===== config.mk =====
export PLATFORM = sky130hd
export DESIGN_NAME = login_packet_framer_crc16
export DESIGN_NICKNAME = d
export VERILOG_FILES = /design/src/design/lpf_pkg.sv /design/src/design/lpf_in_reg.sv /design/src/design/lpf_serializer.sv /design/src/design/login_packet_framer_crc16.sv
export VERILOG_INCLUDE_DIRS = /design/src /design/src/design
export SDC_FILE = /design/constraint.sdc
export NUM_CORES = 1
export LEC_CHECK = 0
export ABC_AREA = 1
export BUFFER_PORTS_ARGS = -buffer_cell sky130_fd_sc_hd__buf_4
export CELL_PAD_IN_SITES_DETAIL_PLACEMENT = 2
export CELL_PAD_IN_SITES_GLOBAL_PLACEMENT = 2
export CORE_MARGIN = 5
export CORE_UTILIZATION = 42
export DETAILED_ROUTE_END_ITERATION = 12
export PLACE_DENSITY_LB_ADDON = 0.25
export SYNTH_ARGS = -nofsm -noshare
export SYNTH_HDL_FRONTEND = slang
export SYNTH_SLANG_ARGS = --single-unit

===== constraint.sdc =====
create_clock -name clk -period 38.2 [get_ports clk]
set_input_delay 9.55 -clock clk [delete_from_list [all_inputs] [get_ports clk]]
set_output_delay 9.55 -clock clk [all_outputs]
set_load 0.03 [all_outputs]

===== src/design/login_packet_framer_crc16_macros.svh =====
// Assertion macros for the login frame builder.
// Used by the top level only; expects clk and rst in scope.
`ifndef LOGIN_PACKET_FRAMER_CRC16_MACROS_SVH
`define LOGIN_PACKET_FRAMER_CRC16_MACROS_SVH

// Same-cycle implication, checked outside reset.
`define LPF_ASSERT_IMP(lbl, ante, cons, msg) \
  lbl: assert property (@(posedge clk) disable iff (rst) (ante) |-> (cons)) else $error(msg);

// Next-cycle implication, checked outside reset.
`define LPF_ASSERT_NXT(lbl, ante, cons, msg) \
  lbl: assert property (@(posedge clk) disable iff (rst) (ante) |=> (cons)) else $error(msg);

`endif


===== src/design/lpf_pkg.sv =====
// Shared types and constants for the login frame builder.
// No dependencies.
package lpf_pkg;

  localparam int unsigned IdW    = 64;
  localparam int unsigned SeqW   = 16;
  localparam int unsigned InW    = IdW + SeqW;
  localparam int unsigned ByteW  = 8;
  localparam int unsigned CrcW   = 16;
  localparam int unsigned IdxW   = 5;

  // Frame byte positions
  localparam logic [IdxW-1:0] PosLen    = 5'd2;
  localparam logic [IdxW-1:0] PosProto  = 5'd3;
  localparam logic [IdxW-1:0] PosSeqLo  = 5'd13;
  localparam logic [IdxW-1:0] PosLast   = 5'd17;

  // Fixed frame bytes
  localparam logic [ByteW-1:0] SyncByte  = 8'h78;
  localparam logic [ByteW-1:0] LenByte   = 8'h0d;
  localparam logic [ByteW-1:0] StopCr    = 8'h0d;
  localparam logic [ByteW-1:0] StopLf    = 8'h0a;
  localparam logic [ByteW-1:0] ProtoRst  = 8'h01;

  // CRC-16/X.25
  localparam logic [CrcW-1:0] CrcInit   = 16'hffff;
  localparam logic [CrcW-1:0] CrcPoly   = 16'h8408;

  // Request held between input register and serializer
  typedef struct packed {
    logic            valid;
    logic [IdW-1:0]  id;
    logic [SeqW-1:0] seq;
  } lpf_item_t;

endpackage


===== src/design/lpf_in_reg.sv =====
// Input holding register for one login request.
// Depends on lpf_pkg.
module lpf_in_reg import lpf_pkg::*; (
  input  logic           clk,
  input  logic           rst,
  input  logic           s_tvalid,
  output logic           s_tready,
  input  logic [InW-1:0] s_tdata,   // [63:0] terminal_id, [79:64] sequence_number
  output lpf_item_t      item,
  input  logic           take
);

  lpf_item_t held;

  assign s_tready = !held.valid;
  assign item     = held;

  // Capture one word, release it when the serializer takes it
  always_ff @(posedge clk) begin
    if (rst) begin
      held.valid <= 1'b0;
    end else if (s_tvalid && s_tready) begin
      held.valid <= 1'b1;
      held.id    <= s_tdata[IdW-1:0];
      held.seq   <= s_tdata[InW-1:IdW];
    end else if (take) begin
      held.valid <= 1'b0;
    end
  end

endmodule


===== src/design/lpf_serializer.sv =====
// Frame serializer: emits 18 bytes per request, running CRC-16/X.25 on the fly.
// Depends on lpf_pkg.
module lpf_serializer import lpf_pkg::*; (
  input  logic             clk,
  input  logic             rst,
  input  logic [ByteW-1:0] proto,
  input  lpf_item_t        item,
  output logic             take,
  output logic             m_tvalid,
  input  logic             m_tready,
  output logic [ByteW-1:0] m_tdata,   // [7:0] frame_byte
  output logic             m_tlast    // last_byte
);

  // One byte of the reflected CRC, eight bit steps
  function automatic logic [CrcW-1:0] crc_byte(input logic [CrcW-1:0] c,
                                               input logic [ByteW-1:0] d);
    logic [CrcW-1:0] r;
    r = c ^ {{(CrcW-ByteW){1'b0}}, d};
    for (int b = 0; b < ByteW; b++) begin
      r = r[0] ? ((r >> 1) ^ CrcPoly) : (r >> 1);
    end
    return r;
  endfunction

  logic [IdxW-1:0]  idx;
  logic [IdxW-1:0]  idx_next;
  logic [ByteW-1:0] proto_q;
  logic [IdW-1:0]   id_q;
  logic [SeqW-1:0]  seq_q;
  logic [CrcW-1:0]  crc;
  logic [ByteW-1:0] byte_next;
  logic             adv;
  logic             cont;

  assign adv      = !m_tvalid || m_tready;
  assign cont     = m_tvalid && (idx != PosLast);
  assign take     = adv && !cont && item.valid;
  assign idx_next = idx + 5'd1;

  // Byte that follows the one in the output register
  always_comb begin
    unique case (idx_next)
      5'd0, 5'd1: byte_next = SyncByte;
      5'd2:       byte_next = LenByte;
      5'd3:       byte_next = proto_q;
      5'd4:       byte_next = id_q[63:56];
      5'd5:       byte_next = id_q[55:48];
      5'd6:       byte_next = id_q[47:40];
      5'd7:       byte_next = id_q[39:32];
      5'd8:       byte_next = id_q[31:24];
      5'd9:       byte_next = id_q[23:16];
      5'd10:      byte_next = id_q[15:8];
      5'd11:      byte_next = id_q[7:0];
      5'd12:      byte_next = seq_q[15:8];
      5'd13:      byte_next = seq_q[7:0];
      5'd14:      byte_next = ~crc[15:8];
      5'd15:      byte_next = ~crc[7:0];
      5'd16:      byte_next = StopCr;
      5'd17:      byte_next = StopLf;
      default:    byte_next = '0;
    endcase
  end

  // Output register, byte index and running CRC
  always_ff @(posedge clk) begin
    if (rst) begin
      m_tvalid <= 1'b0;
      m_tlast  <= 1'b0;
      idx      <= '0;
    end else if (adv) begin
      if (cont) begin
        idx     <= idx_next;
        m_tdata <= byte_next;
        m_tlast <= (idx_next == PosLast);
        if (idx_next >= PosLen && idx_next <= PosSeqLo) begin
          crc <= crc_byte(crc, byte_next);
        end
      end else if (item.valid) begin
        m_tvalid <= 1'b1;
        m_tlast  <= 1'b0;
        idx      <= '0;
        m_tdata  <= SyncByte;
        crc      <= CrcInit;
        proto_q  <= proto;
        id_q     <= item.id;
        seq_q    <= item.seq;
      end else begin
        m_tvalid <= 1'b0;
        m_tlast  <= 1'b0;
      end
    end
  end

endmodule


===== src/design/login_packet_framer_crc16.sv =====
// Channel  | Dir | Payload
// s_       | in  | tdata[63:0] terminal_id, tdata[79:64] sequence_number
// m_       | out | tdata[7:0] frame_byte, tlast last_byte
// cfg_     | in  | data[7:0] protocol_number
// Each request gives 18 output words, one per cycle while m_tready is high,
// so a request occupies the output register until its last byte is taken; the
// byte serializer sets the rate. First byte appears the cycle after it takes a word.
// A second request is held in the input register while a frame is being sent.
// Synchronous active-high rst clears valids; protocol_number resets to 0x01.
// Top level of the login frame builder: config register plus two stages.
// Depends on lpf_pkg, lpf_in_reg, lpf_serializer and the macros header.
`include "login_packet_framer_crc16_macros.svh"

module login_packet_framer_crc16 import lpf_pkg::*; (
  input  logic             clk,
  input  logic             rst,
  input  logic             s_tvalid,
  output logic             s_tready,
  input  logic [InW-1:0]   s_tdata,   // [63:0] terminal_id, [79:64] sequence_number
  output logic             m_tvalid,
  input  logic             m_tready,
  output logic [ByteW-1:0] m_tdata,   // [7:0] frame_byte
  output logic             m_tlast,   // last_byte
  input  logic             cfg_valid,
  output logic             cfg_ready,
  input  logic [ByteW-1:0] cfg_data   // [7:0] protocol_number
);

  logic [ByteW-1:0] proto;
  lpf_item_t        item;
  logic             take;

  // Protocol number register
  assign cfg_ready = 1'b1;
  always_ff @(posedge clk) begin
    if (rst) begin
      proto <= ProtoRst;
    end else if (cfg_valid && cfg_ready) begin
      proto <= cfg_data;
    end
  end

  lpf_in_reg u_in_reg (
    .clk      (clk),
    .rst      (rst),
    .s_tvalid (s_tvalid),
    .s_tready (s_tready),
    .s_tdata  (s_tdata),
    .item     (item),
    .take     (take)
  );

  lpf_serializer u_ser (
    .clk      (clk),
    .rst      (rst),
    .proto    (proto),
    .item     (item),
    .take     (take),
    .m_tvalid (m_tvalid),
    .m_tready (m_tready),
    .m_tdata  (m_tdata),
    .m_tlast  (m_tlast)
  );

  // Checks
  `LPF_ASSERT_IMP(a_last_valid, m_tlast, m_tvalid, "tlast without tvalid")
  `LPF_ASSERT_NXT(a_frame_cont, m_tvalid && m_tready && !m_tlast, m_tvalid, "gap in frame")
  `LPF_ASSERT_NXT(a_in_hold, s_tvalid && s_tready, !s_tready, "input register overrun")
  `LPF_ASSERT_IMP(a_take_held, take, item.valid && !s_tready, "take with empty input register")

endmodule

==> flow_summary.toml <==
[clock_tree]
cts_resized = 0
cts_tree = "yes"
clock_latency_ns = 0.51
clock_path_buffers = 3
cts_root_buf = "clkbuf_16"
cts_buffers = 23
cts.hold.buffers_added = 0
cts_sinks = 208
h-tree-depth = 1
clk_pin_slew_ns = 0.06
postCtsSetupBuffers = 0

[pwr]
peakVddDrop_mv = 0.03832
total_power_mw = 0.5146
p_leak_nw = 3.797
p_per_area_mw_per_mm2 = 50.75

[yosys]
synth_top_area_cell = "edfxtp_1"
synth-seq-cells = 208
synth.net_count = 757
synth_top_area_share_pct = 68.63
synthDistinctLibCells = 34
yosys-top-cells-area = "edfxtp_1, nand3_1, nand2_1, dfxtp_1, inv_1"
synthCells = 659
async_reset_ff_share_pct = 0
ys_seq_area_share_pct = 72.45
yosysWarnings = 0
synth_area_mm2 = 0.008401
synthFlopType = "edfxtp_1"
synth_edf_count = 192
syn_area_per_cell_um2 = 12.75

[finish]
fin_cells = 1051
final_common_cell = "edfxtp_1"
final_cell_mix = "edfxtp_1, nand3_1, nand2_1, buf_4, inv_1"
nets = 869
final_area_mm2 = 0.01014
fillCellCount = 1881
insertedDiodeCount = 0
synthToLayoutAreaGrowth_pct = 20.70
drive_above_1_share_pct = 24.30

[route]
dr.pass1.iters = 4
ant_nets = 0
wirelength_mm = 24.55
drt-wirelength-per-cell_um = 23.36
viasPerCell = 5.422
num_vias = 5698
first_iter_violations = 286
drcViolationCount = 0

[setup_path]
crit_top_cell = "nor2_1"
startpoint_type = "input port"
worst-path-buf-inv = 3
critPathRequiredTime_ns = 38.42
cp_cell_sequence = "buf_4, inv_1, nor2_1, nor2_1, nor3_2, buf_6"
path_delay_family = "simple AND/OR/NAND/NOR gates"
arrival_ns = 11.16
worstSetupPathType = "input port to flop"
crit_path_end_kind = "flop"
critPathMaxFanout = 9
slowest_delay_ns = 0.71
slowest_stage = "nor3_2"

[timing]
worst_pin_slew_ns = 1.193
setup_slack_ns = 27.26
setup_violations = 0
rsz0062_at_grt = "false"
hold_viol_final = 0
setup_tns_ns = 0
slew_headroom_pct = 20.47
min_period_ns = 10.94
timing.final.crit_share_pct = 28.65
report.final.slew_viol_count = 0
fin_worst_skew_ns = 0.007045
max_freq_mhz = 91.37

[grt]
antenna_found_initial = 0
grt_max_degree = 89
grt_pass1_wl_mm = 37.32
grt_pass1_vias = 6421
track_usage_pct = 21.75
grt_overflow = 0

[place]
gp_congestion = 0.7764
post-place-ws_ns = 26.46
placement.cell_area_mm2 = 0.009400
port-buffer-count = 103
post-dp-hpwl_mm = 16.91
dp.cells = 1010

[die]
fp.dieH_um = 151.4
start_util_pct = 42.88
rows = 51
core-area_mm2 = 0.01959
die-area_mm2 = 0.02293
pin_count = 105
die_w_um = 151.4

[job]
max_cap_viol_count = 0

[run_status]
run_status = "finished, final reports clean"

[worst_hold_path]
holdCritPathClass = "flop to flop"
area by class of cell:
| type | count | area [um2] | share of cell area [%] |
|---|---|---|---|
| Clock inverter | 11 | 110.1 | 1.086 |
| Tap cell | 265 | 331.6 | 3.270 |
| Multi-Input combinational cell | 388 | 2022 | 19.94 |
| Sequential cell | 208 | 6086 | 60.02 |
| Clock buffer | 29 | 618.1 | 6.096 |
| Inverter | 42 | 157.7 | 1.555 |
| Timing Repair Buffer | 108 | 814.5 | 8.033 |
metrics by stage:
step                      hold WS, ns  utilization, %
after global routing           0.4262           51.76
after detailed placement       0.4081           47.98
after floorplan                0.4003               -
after CTS                      0.4200           51.70
after global placement         0.4003           47.98
final                          0.4186           51.76
power by group:
part / leakage, nW / total [mW] / switching (mW) / internal [mW]
Clock: 0.362 / 0.215 / 0.0868 / 0.128
Combinational: 1.56 / 0.0351 / 0.0229 / 0.0123
Sequential: 1.88 / 0.265 / 0.00449 / 0.260
path summary, 6_finish.rpt:
kind	cells after the start	from	to	slack (ns)
max	6	m_tready	u_ser.crc[14]$_SDFFCE_PN1P_	27.26
min	0	u_in_reg.item[41]$_DFFE_PP_	u_ser.id_q[25]$_DFFE_PP_	0.42
max reg2reg	16	u_ser.idx[0]$_SDFFE_PP0P_	u_ser.crc[0]$_SDFFCE_PN1P_	34.18
min reg2reg	0	u_in_reg.item[41]$_DFFE_PP_	u_ser.id_q[25]$_DFFE_PP_	0.42
sequential cells by signal, summed over array words and instances (netlist names):
signal,flops
u_ser.m_tvalid,1
u_ser.idx,5
u_ser.m_tdata,8
u_ser.seq_q,16
u_ser.crc,16
u_ser.id_q,64
u_ser.proto_q,8
u_in_reg.item,81
u_ser.m_tlast,1
proto,8
logic make-up (layout without fill, tap and decap cells):
| kind of cell | Yosys count | after routing | synth area share (%) |
|---|---|---|---|
| xor+xnor | 2 | 2 | 0.5214 |
| buf+inv | 63 | 190 | 3.679 |
| fa+ha+maj | 5 | 5 | 0.7447 |
| flops | 208 | 208 | 72.45 |
| compound gates | 27 | 27 | 1.892 |
| simple gates | 353 | 353 | 20.67 |
| other cells | 1 | 1 | 0.04464 |
synth_stat cells (2+ instances only):
| master | n |
|---|---|
| a21oi_1 | 10 |
| a31oi_1 | 2 |
| buf_2 | 9 |
| buf_4 | 4 |
| buf_6 | 4 |
| clkbuf_1 | 3 |
| dfxtp_1 | 16 |
| edfxtp_1 | 192 |
| ha_1 | 5 |
| inv_1 | 38 |
| inv_2 | 4 |
| nand2_1 | 107 |
| nand2_2 | 12 |
| nand3_1 | 144 |
| nand3_2 | 6 |
| nand4_1 | 22 |
| nor2_1 | 34 |
| nor2_2 | 16 |
| nor2_4 | 2 |
| nor2_8 | 2 |
| nor3_1 | 3 |
| o21ai_0 | 8 |
| o22ai_1 | 3 |
| or2_1 | 3 |
per-layer routing:
layer | track usage, % | up-vias | part of all wire [%]
met1 | 26.29 | 2903 | 40
li1 | - | 2595 | -
met3 | 3.860 | 42 | 4.5
met5 | 0 | - | 0
met4 | 5.757 | 0 | 2.2
met2 | 39.90 | 158 | 53
Note: power is estimated with default switching activity, not from simulation.
